**config.mk**
```make
export PLATFORM = sky130hd
export DESIGN_NAME = alpha_over_blend_core_flat
export DESIGN_NICKNAME = d
export VERILOG_FILES = /design/src/hw/rtl/aob_pkg.sv /design/src/hw/rtl/aob_pix_if.sv /design/src/hw/rtl/aob_res_if.sv /design/src/hw/rtl/alpha_over_blend_core.sv /design/src/hw/rtl/aob_weight.sv /design/src/hw/rtl/aob_div_stage.sv /design/src/hw/rtl/aob_skid.sv /design/src/flat_wrapper.sv
export SDC_FILE = /design/constraint.sdc
export NUM_CORES = 2
export LEC_CHECK = 0
export ABC_AREA = 1
export BUFFER_PORTS_ARGS = -buffer_cell sky130_fd_sc_hd__clkbuf_2
export CAP_MARGIN = 40
export CORE_ASPECT_RATIO = 0.5
export CORE_MARGIN = 3
export CORE_UTILIZATION = 39
export DETAILED_ROUTE_END_ITERATION = 10
export SYNTH_ARGS = -nofsm -noshare
export SYNTH_HDL_FRONTEND = slang
export SYNTH_SLANG_ARGS = --single-unit
```
**constraint.sdc**
```tcl
create_clock -name clk -period 24.1 [get_ports clk]
set_input_delay 2.41 -clock clk [delete_from_list [all_inputs] [get_ports clk]]
set_output_delay 2.41 -clock clk [all_outputs]
set_load 0.02 [all_outputs]
```
**src/hw/rtl/aob_pkg.sv**
```systemverilog
`timescale 1ns / 1ps
// ----------------------------------------------------------------------------
// aob_pkg
// Shared types and constants for the alpha "over" blend pipeline.
// ----------------------------------------------------------------------------
package aob_pkg;

	localparam int CHAN_W     = 8;             // one color or alpha channel
	localparam int NUM_CH     = 3;             // blue, green, red
	localparam int WGT_W      = 2 * CHAN_W;    // alpha weight, up to 255*255
	localparam int NUM_W      = WGT_W + CHAN_W; // weighted color sum
	localparam int DIV_BITS   = 2;             // quotient bits per divider stage
	localparam int DIV_STAGES = CHAN_W / DIV_BITS;

	localparam int CH_BLUE  = 0;
	localparam int CH_GREEN = 1;
	localparam int CH_RED   = 2;

	typedef logic [CHAN_W-1:0] chan_t;
	typedef logic [WGT_W-1:0]  wgt_t;
	typedef logic [NUM_W-1:0]  num_t;

	localparam chan_t CHAN_MAX = chan_t'(255);

	// One pixel pair as it enters the pipeline
	typedef struct packed {
		chan_t [NUM_CH-1:0] src;
		chan_t [NUM_CH-1:0] dst;
		chan_t              sa;
		chan_t              da;
	} pix_t;

	// Divider state: partial remainders, and per channel a byte that shifts out
	// dividend bits at the top while quotient bits shift in at the bottom.
	typedef struct packed {
		wgt_t  [NUM_CH-1:0] prem;
		chan_t [NUM_CH-1:0] dig;
		wgt_t               den;
	} div_t;

endpackage

```
**src/hw/rtl/aob_pix_if.sv**
```systemverilog
`timescale 1ns / 1ps
// ----------------------------------------------------------------------------
// aob_pix_if
// Input channel: one source pixel and one destination pixel per transfer.
// ----------------------------------------------------------------------------
interface aob_pix_if
	import aob_pkg::*;
();
	logic  valid;
	logic  ready;
	chan_t src_blue;
	chan_t src_green;
	chan_t src_red;
	chan_t src_alpha;
	chan_t dst_blue;
	chan_t dst_green;
	chan_t dst_red;
	chan_t dst_alpha;

	modport source (
		output valid, src_blue, src_green, src_red, src_alpha,
		       dst_blue, dst_green, dst_red, dst_alpha,
		input  ready
	);
	modport sink (
		input  valid, src_blue, src_green, src_red, src_alpha,
		       dst_blue, dst_green, dst_red, dst_alpha,
		output ready
	);
endinterface

```
**src/hw/rtl/aob_res_if.sv**
```systemverilog
`timescale 1ns / 1ps
// ----------------------------------------------------------------------------
// aob_res_if
// Output channel: one blended pixel per transfer.
// ----------------------------------------------------------------------------
interface aob_res_if
	import aob_pkg::*;
();
	logic  valid;
	logic  ready;
	chan_t out_blue;
	chan_t out_green;
	chan_t out_red;
	chan_t out_alpha;

	modport source (
		output valid, out_blue, out_green, out_red, out_alpha,
		input  ready
	);
	modport sink (
		input  valid, out_blue, out_green, out_red, out_alpha,
		output ready
	);
endinterface

```
**src/hw/rtl/alpha_over_blend_core.sv**
```systemverilog
`timescale 1ns / 1ps
// ----------------------------------------------------------------------------
// alpha_over_blend_core
// Straight-alpha "over" compositing of a source pixel onto a destination.
//
//   port    dir   fields
//   pixel   sink  src_blue/green/red/alpha, dst_blue/green/red/alpha
//   result  src   out_blue/green/red, out_alpha (always 255)
//
// One pixel per clock while result is not stalled. From the input transfer to
// result.valid a pixel passes three weight/product stages, four divider stages
// of two quotient bits each, then the output register.
// Reset clears only valid bits; no state survives between pixels.
// A stall on result fills the skid entry, which drops pixel.ready on the next
// cycle and freezes the whole pipe; nothing is lost or repeated.
// ----------------------------------------------------------------------------
module alpha_over_blend_core
	import aob_pkg::*;
(
	input  logic      clk,
	input  logic      arst_n,
	aob_pix_if.sink   pixel,
	aob_res_if.source result
);

	logic                     en;
	pix_t                     pix;
	logic [DIV_STAGES:0]      div_valid;
	div_t [DIV_STAGES:0]      div_item;
	chan_t [NUM_CH-1:0]       rgb;
	logic                     den_zero;

	assign pixel.ready = en;

	assign pix.src[CH_BLUE]  = pixel.src_blue;
	assign pix.src[CH_GREEN] = pixel.src_green;
	assign pix.src[CH_RED]   = pixel.src_red;
	assign pix.dst[CH_BLUE]  = pixel.dst_blue;
	assign pix.dst[CH_GREEN] = pixel.dst_green;
	assign pix.dst[CH_RED]   = pixel.dst_red;
	assign pix.sa            = pixel.src_alpha;
	assign pix.da            = pixel.dst_alpha;

	aob_weight u_weight (
		.clk      (clk),
		.arst_n   (arst_n),
		.en       (en),
		.valid    (pixel.valid),
		.pix      (pix),
		.valid_s3 (div_valid[0]),
		.item_s3  (div_item[0])
	);

	for (genvar i = 0; i < DIV_STAGES; i++) begin : g_div
		aob_div_stage u_div (
			.clk      (clk),
			.arst_n   (arst_n),
			.en       (en),
			.valid    (div_valid[i]),
			.item     (div_item[i]),
			.valid_s1 (div_valid[i+1]),
			.item_s1  (div_item[i+1])
		);
	end

	// both alphas zero: no weighting, color forced to 0
	assign den_zero = (div_item[DIV_STAGES].den == '0);

	always_comb begin
		for (int c = 0; c < NUM_CH; c++) begin
			rgb[c] = den_zero ? '0 : div_item[DIV_STAGES].dig[c];
		end
	end

	aob_skid u_skid (
		.clk    (clk),
		.arst_n (arst_n),
		.valid  (div_valid[DIV_STAGES]),
		.rgb    (rgb),
		.ready  (en),
		.res    (result)
	);

endmodule

```
**src/hw/rtl/aob_weight.sv**
```systemverilog
`timescale 1ns / 1ps
// ----------------------------------------------------------------------------
// aob_weight
// Three stages: alpha weights, weighted colors, numerator sum.
// ----------------------------------------------------------------------------
module aob_weight
	import aob_pkg::*;
(
	input  logic clk,
	input  logic arst_n,
	input  logic en,
	input  logic valid,
	input  pix_t pix,
	output logic valid_s3,
	output div_t item_s3
);

	logic                valid_s1, valid_s2;
	wgt_t                ws_s1, wd_s1;
	chan_t [NUM_CH-1:0]  src_s1, dst_s1;
	num_t  [NUM_CH-1:0]  ps_s2, pd_s2;
	wgt_t                den_s2;
	num_t  [NUM_CH-1:0]  num;

	always_ff @(posedge clk or negedge arst_n) begin
		if (!arst_n) begin
			valid_s1 <= 1'b0;
			valid_s2 <= 1'b0;
			valid_s3 <= 1'b0;
		end else if (en) begin
			valid_s1 <= valid;
			valid_s2 <= valid_s1;
			valid_s3 <= valid_s2;
		end
	end

	always_comb begin
		for (int c = 0; c < NUM_CH; c++) begin
			num[c] = ps_s2[c] + pd_s2[c];
		end
	end

	always_ff @(posedge clk) begin
		if (en) begin
			// s1: ws = sa*255, wd = da*(255-sa)
			ws_s1  <= wgt_t'(pix.sa) * wgt_t'(CHAN_MAX);
			wd_s1  <= wgt_t'(pix.da) * wgt_t'(CHAN_MAX - pix.sa);
			src_s1 <= pix.src;
			dst_s1 <= pix.dst;
			// s2: per-channel products; den never exceeds 255*255
			for (int c = 0; c < NUM_CH; c++) begin
				ps_s2[c] <= num_t'(ws_s1) * num_t'(src_s1[c]);
				pd_s2[c] <= num_t'(wd_s1) * num_t'(dst_s1[c]);
			end
			den_s2 <= ws_s1 + wd_s1;
			// s3: num <= 255*den, so num >> 8 < den and the quotient fits a byte
			for (int c = 0; c < NUM_CH; c++) begin
				item_s3.prem[c] <= num[c][NUM_W-1:CHAN_W];
				item_s3.dig[c]  <= num[c][CHAN_W-1:0];
			end
			item_s3.den <= den_s2;
		end
	end

endmodule

```
**src/hw/rtl/aob_div_stage.sv**
```systemverilog
`timescale 1ns / 1ps
// ----------------------------------------------------------------------------
// aob_div_stage
// One restoring-division stage: DIV_BITS quotient bits for each channel.
// ----------------------------------------------------------------------------
module aob_div_stage
	import aob_pkg::*;
(
	input  logic clk,
	input  logic arst_n,
	input  logic en,
	input  logic valid,
	input  div_t item,
	output logic valid_s1,
	output div_t item_s1
);

	div_t                nxt;
	logic [WGT_W:0]      trial;
	logic [WGT_W:0]      diff;

	always_comb begin
		nxt   = item;
		trial = '0;
		diff  = '0;
		for (int c = 0; c < NUM_CH; c++) begin
			for (int b = 0; b < DIV_BITS; b++) begin
				trial = {nxt.prem[c], nxt.dig[c][CHAN_W-1]};
				diff  = trial - {1'b0, nxt.den};
				if (!diff[WGT_W]) begin
					nxt.prem[c] = diff[WGT_W-1:0];
					nxt.dig[c]  = {nxt.dig[c][CHAN_W-2:0], 1'b1};
				end else begin
					nxt.prem[c] = trial[WGT_W-1:0];
					nxt.dig[c]  = {nxt.dig[c][CHAN_W-2:0], 1'b0};
				end
			end
		end
	end

	always_ff @(posedge clk or negedge arst_n) begin
		if (!arst_n) begin
			valid_s1 <= 1'b0;
		end else if (en) begin
			valid_s1 <= valid;
		end
	end

	always_ff @(posedge clk) begin
		if (en) begin
			item_s1 <= nxt;
		end
	end

endmodule

```
**src/hw/rtl/aob_skid.sv**
```systemverilog
`timescale 1ns / 1ps
// ----------------------------------------------------------------------------
// aob_skid
// Output register plus one skid entry; ready toward the pipe is registered.
// ----------------------------------------------------------------------------
module aob_skid
	import aob_pkg::*;
(
	input  logic               clk,
	input  logic               arst_n,
	input  logic               valid,
	input  chan_t [NUM_CH-1:0] rgb,
	output logic               ready,
	aob_res_if.source          res
);

	logic               main_valid_q, skid_valid_q;
	chan_t [NUM_CH-1:0] main_q, skid_q;
	logic               in_xfer, out_xfer;

	assign ready    = !skid_valid_q;
	assign in_xfer  = valid && !skid_valid_q;
	assign out_xfer = main_valid_q && res.ready;

	always_ff @(posedge clk or negedge arst_n) begin
		if (!arst_n) begin
			main_valid_q <= 1'b0;
			skid_valid_q <= 1'b0;
		end else if (out_xfer) begin
			if (skid_valid_q) begin
				skid_valid_q <= 1'b0;
			end else begin
				main_valid_q <= in_xfer;
			end
		end else if (in_xfer) begin
			if (main_valid_q) begin
				skid_valid_q <= 1'b1;
			end else begin
				main_valid_q <= 1'b1;
			end
		end
	end

	always_ff @(posedge clk) begin
		if (out_xfer) begin
			if (skid_valid_q) begin
				main_q <= skid_q;
			end else if (in_xfer) begin
				main_q <= rgb;
			end
		end else if (in_xfer) begin
			if (main_valid_q) begin
				skid_q <= rgb;
			end else begin
				main_q <= rgb;
			end
		end
	end

	assign res.valid     = main_valid_q;
	assign res.out_blue  = main_q[CH_BLUE];
	assign res.out_green = main_q[CH_GREEN];
	assign res.out_red   = main_q[CH_RED];
	assign res.out_alpha = CHAN_MAX;

endmodule

```
**src/flat_wrapper.sv**
```systemverilog
// flat-port wrapper written by rule: the top's interface ports become plain ports
module alpha_over_blend_core_flat import aob_pkg::*;
  (clk, arst_n, pixel_valid, pixel_src_blue, pixel_src_green, pixel_src_red, pixel_src_alpha, pixel_dst_blue, pixel_dst_green, pixel_dst_red, pixel_dst_alpha, pixel_ready, result_valid, result_out_blue, result_out_green, result_out_red, result_out_alpha, result_ready);
  aob_pix_if pixel_i ();
  aob_res_if result_i ();
  input  logic clk;
  input  logic arst_n;
  input wire logic [$bits(pixel_i.valid)-1:0] pixel_valid;
  input wire logic [$bits(pixel_i.src_blue)-1:0] pixel_src_blue;
  input wire logic [$bits(pixel_i.src_green)-1:0] pixel_src_green;
  input wire logic [$bits(pixel_i.src_red)-1:0] pixel_src_red;
  input wire logic [$bits(pixel_i.src_alpha)-1:0] pixel_src_alpha;
  input wire logic [$bits(pixel_i.dst_blue)-1:0] pixel_dst_blue;
  input wire logic [$bits(pixel_i.dst_green)-1:0] pixel_dst_green;
  input wire logic [$bits(pixel_i.dst_red)-1:0] pixel_dst_red;
  input wire logic [$bits(pixel_i.dst_alpha)-1:0] pixel_dst_alpha;
  output wire logic [$bits(pixel_i.ready)-1:0] pixel_ready;
  output wire logic [$bits(result_i.valid)-1:0] result_valid;
  output wire logic [$bits(result_i.out_blue)-1:0] result_out_blue;
  output wire logic [$bits(result_i.out_green)-1:0] result_out_green;
  output wire logic [$bits(result_i.out_red)-1:0] result_out_red;
  output wire logic [$bits(result_i.out_alpha)-1:0] result_out_alpha;
  input wire logic [$bits(result_i.ready)-1:0] result_ready;
  assign pixel_i.valid = pixel_valid;
  assign pixel_i.src_blue = pixel_src_blue;
  assign pixel_i.src_green = pixel_src_green;
  assign pixel_i.src_red = pixel_src_red;
  assign pixel_i.src_alpha = pixel_src_alpha;
  assign pixel_i.dst_blue = pixel_dst_blue;
  assign pixel_i.dst_green = pixel_dst_green;
  assign pixel_i.dst_red = pixel_dst_red;
  assign pixel_i.dst_alpha = pixel_dst_alpha;
  assign pixel_ready = pixel_i.ready;
  assign result_valid = result_i.valid;
  assign result_out_blue = result_i.out_blue;
  assign result_out_green = result_i.out_green;
  assign result_out_red = result_i.out_red;
  assign result_out_alpha = result_i.out_alpha;
  assign result_i.ready = result_ready;
  alpha_over_blend_core u_core (.clk(clk), .arst_n(arst_n), .pixel(pixel_i), .result(result_i));
endmodule
```
==> impl_metrics.json <==
{
  "post_cts.repair.setup_buffers": 0,
  "tns_ns": 0,
  "hpwlAfterDp_mm": 168.3,
  "fin_skew_ns": 0.04361,
  "dr.pass1.iters": 6,
  "grt_pass1_wl_mm": 341.7,
  "hold_violations": 0,
  "synth_cell_type_count": 60,
  "root_buffer": "clkbuf_16",
  "final_nets": 11710,
  "period_share": 0.2414,
  "finalMaxSlewViolations": 0,
  "insertion_delay_ns": 0.70,
  "tritoncts_num_sinks": 689,
  "syn_area_um2": 80390,
  "drive_above_1_share": 0.05754,
  "ys_ff_latch": 689,
  "critPathArrivalTime_ns": 6.26,
  "portBuffers": 93,
  "drc_errors": 0,
  "drt_iter0_markers": 4536,
  "grt_usage": 0.2021,
  "globalRouteOverflowTotal": 0,
  "grt_max_degree": 73,
  "routedWlPerCell_um": 16.29,
  "cts.htree.levels": 3,
  "vias": 64540,
  "timing.fmax_mhz": 171.9,
  "fp.dieH_um": 327.0,
  "crit_required_ns": 24.54,
  "start_util": 0.3937,
  "crit_type": "input pin to register",
  "grt_pass1_vias": 63480,
  "viasPerCell": 4.949,
  "worstReg2RegStart": "u_core.u_weight.dst_s1[10]",
  "area_delta_synth_final_pct": 7.315,
  "slew_headroom": 0.4007,
  "clockBufferDepth": 3,
  "tritoncts": "yes",
  "core_area_um2": 204200,
  "rsz0062_at_grt": "no",
  "postCtsResizedCells": 0,
  "die_w_um": 648.1,
  "setup_viol_count_final": 0,
  "startpoint_type": "input pin",
  "numCtsBuffers": 77,
  "rows": 117,
  "maxCapViolCount": 0,
  "ant_nets": 0,
  "finalWeightedCongestion": 0.9080,
  "worstMarginPinSlew_ns": 0.8989,
  "ys_seq_area_frac": 0.2568,
  "avgSynthCellArea_um2": 7.845,
  "clk_pin_slew_worst_paths_ns": 0.06,
  "cts_hold_buf": 0,
  "yosysWarnings": 0,
  "cp_max_fo": 12,
  "fill_cells": 20690,
  "antenna_found_initial": 6,
  "reg2reg_slack_ns": 18.96,
  "io-pin-count": 102,
  "dieArea_um2": 212000,
  "hold_class": "register to register",
  "place_inst": 12900,
  "cp-startpoint": "pixel_src_alpha[3]",
  "period_needed_ns": 5.819,
  "syn_inst": 10250,
  "fin_cells": 13040,
  "drt-total-wl_mm": 212.4,
  "min_from": "u_core.g_div[2].u_div.item_s1[28]",
  "diodes": 0,
  "status": "finished, final reports clean",
  "end_kind": "register"
}
-- Yosys cell counts (all sizes together) --
master	n	area share
a21boi	7	0.00065
conb	1	0.000047
edfxtp	680	0.25
o2111ai	1	0.00011
nor4	29	0.0023
a211oi	26	0.0024
o22ai	1	0.000078
nor2	444	0.021
nand2	2916	0.14
inv	2105	0.098
fa	596	0.15
clkinv	1	0.000047
o221a	1	0.00014
and3	10	0.00078
nand3	759	0.053
dfrtp	9	0.0028
mux2	24	0.0034
a21oi	519	0.033
a21o	37	0.0035
a221oi	7	0.00076
a31oi	21	0.0016
o21ai	242	0.015
o211a	1	0.00012
nand4	77	0.0060
o2111a	1	0.00014
o21a	14	0.0013
or2	64	0.0052
nand3b	54	0.0050
nor3b	7	0.00065
nor3	83	0.0058
xor2	249	0.027
xnor2	113	0.012
ha	803	0.12
o211ai	10	0.0010
clkbuf	167	0.0078
and2	7	0.00054
a31o	2	0.00022
o31ai	3	0.00028
o21bai	85	0.0079
buf	72	0.0080
-- layout by cell type (no fill, tap or decap), types with 24 or more instances in the layout --
master	Yosys	final
nand2_4	43	43
o21bai_1	85	85
or2_2	53	53
xor2_1	249	249
nand2_2	45	45
buf_4	36	47
o21ai_0	225	225
a211oi_1	26	26
a21o_1	37	37
ha_1	803	803
nand3_2	49	49
nor4_1	29	29
fa_1	596	596
a21oi_1	510	509
inv_2	29	29
nand4_1	77	77
xnor2_1	113	113
nor2_1	436	434
clkbuf_16	0	78
inv_1	2076	2076
nand2_1	2816	2816
nand3b_1	54	54
nand3_1	691	691
edfxtp_1	680	680
mux2_2	24	24
nor3_1	73	73
clkbuf_2	0	93
-- worst paths after layout --
check | depth (start not counted) | end
max | 14 | u_core.u_weight.ws_s1[13]
min | 0 | u_core.g_div[3].u_div.item_s1[30]
max reg2reg | 15 | u_core.u_weight.pd_s2[41]
min reg2reg | 0 | u_core.g_div[3].u_div.item_s1[30]
max in group asynchronous | 1 | u_core.g_div[0].u_div.valid_s1
min in group asynchronous | 1 | u_core.u_weight.valid_s1
-- cell families (layout without fill, tap and decap cells) --
family,count (synthesis),in the layout,synth area share
AO/OA/AOI/OAI,978,978,0.06843
XOR/XNOR,362,362,0.03944
adder cells (fa/ha/maj),1399,1399,0.2734
buffers and inverters,2345,2395,0.1141
flip-flops,689,689,0.2568
multiplexers,24,24,0.003362
other,1,8,0.00004665
AND/OR/NAND/NOR,4450,4450,0.2445
-- layer usage --
| layer | GRT usage | up-vias | wire length, µm |
|---|---|---|---|
| met1 | 0.2839 | 30360 | 100000 |
| li1 | - | 32430 | - |
| met2 | 0.3283 | 1484 | 95330 |
| met3 | 0.02572 | 260 | 11520 |
| met5 | 0 | - | 13 |
| met4 | 0.05268 | 2 | 5560 |
-- critical path: stages --
cell and delay [ns]:
clkbuf_2 0.24, fa_1 0.47, fa_1 0.49, inv_1 0.06, fa_1 0.53, inv_1 0.05
fa_1 0.43, ha_1 0.36, nand2_1 0.06, o21ai_0 0.36, a21boi_0 0.22, o21ai_0 0.31
a21oi_1 0.13, xnor2_1 0.14
-- registers in the layout (all words and copies together) (netlist names), 16 cells and up --
name / count
u_core.g_div.u_div.item_s1: 304
u_core.u_weight.item_s3: 88
u_core.u_weight.pd_s2: 72
u_core.u_weight.ps_s2: 72
u_core.u_skid.skid_q: 24
u_core.u_weight.dst_s1: 24
u_core.u_weight.src_s1: 24
u_core.u_weight.den_s2: 16
u_core.u_weight.wd_s1: 16
u_core.u_weight.ws_s1: 16
-- area by class of cell --
class                      count  area, µm²  area share
clock buffer                  84       1974     0.02289
clock inverter                58      719.4    0.008339
sequential                   689      20640      0.2393
tap                         2737       3425     0.03969
timing repair buffer         147      985.9     0.01143
inverter                    2106       7913     0.09171
multi-input combinational   7221      50610      0.5866
-- metrics by stage --
stage	hold WS, ns	cell area (µm²)	setup slack, ns	util
floorplan	0.4003	80420	6.683	-
detailed placement	0.4045	83580	17.54	0.4093
global placement	0.4008	83410	17.56	0.4085
finish	0.4093	86270	18.28	0.4225
global route	0.4141	86270	18.02	0.4225
CTS	0.4091	86270	18.30	0.4225
Power is not shown: default switching activity piles up to over one toggle a cycle in this logic, so the estimate is an artifact.
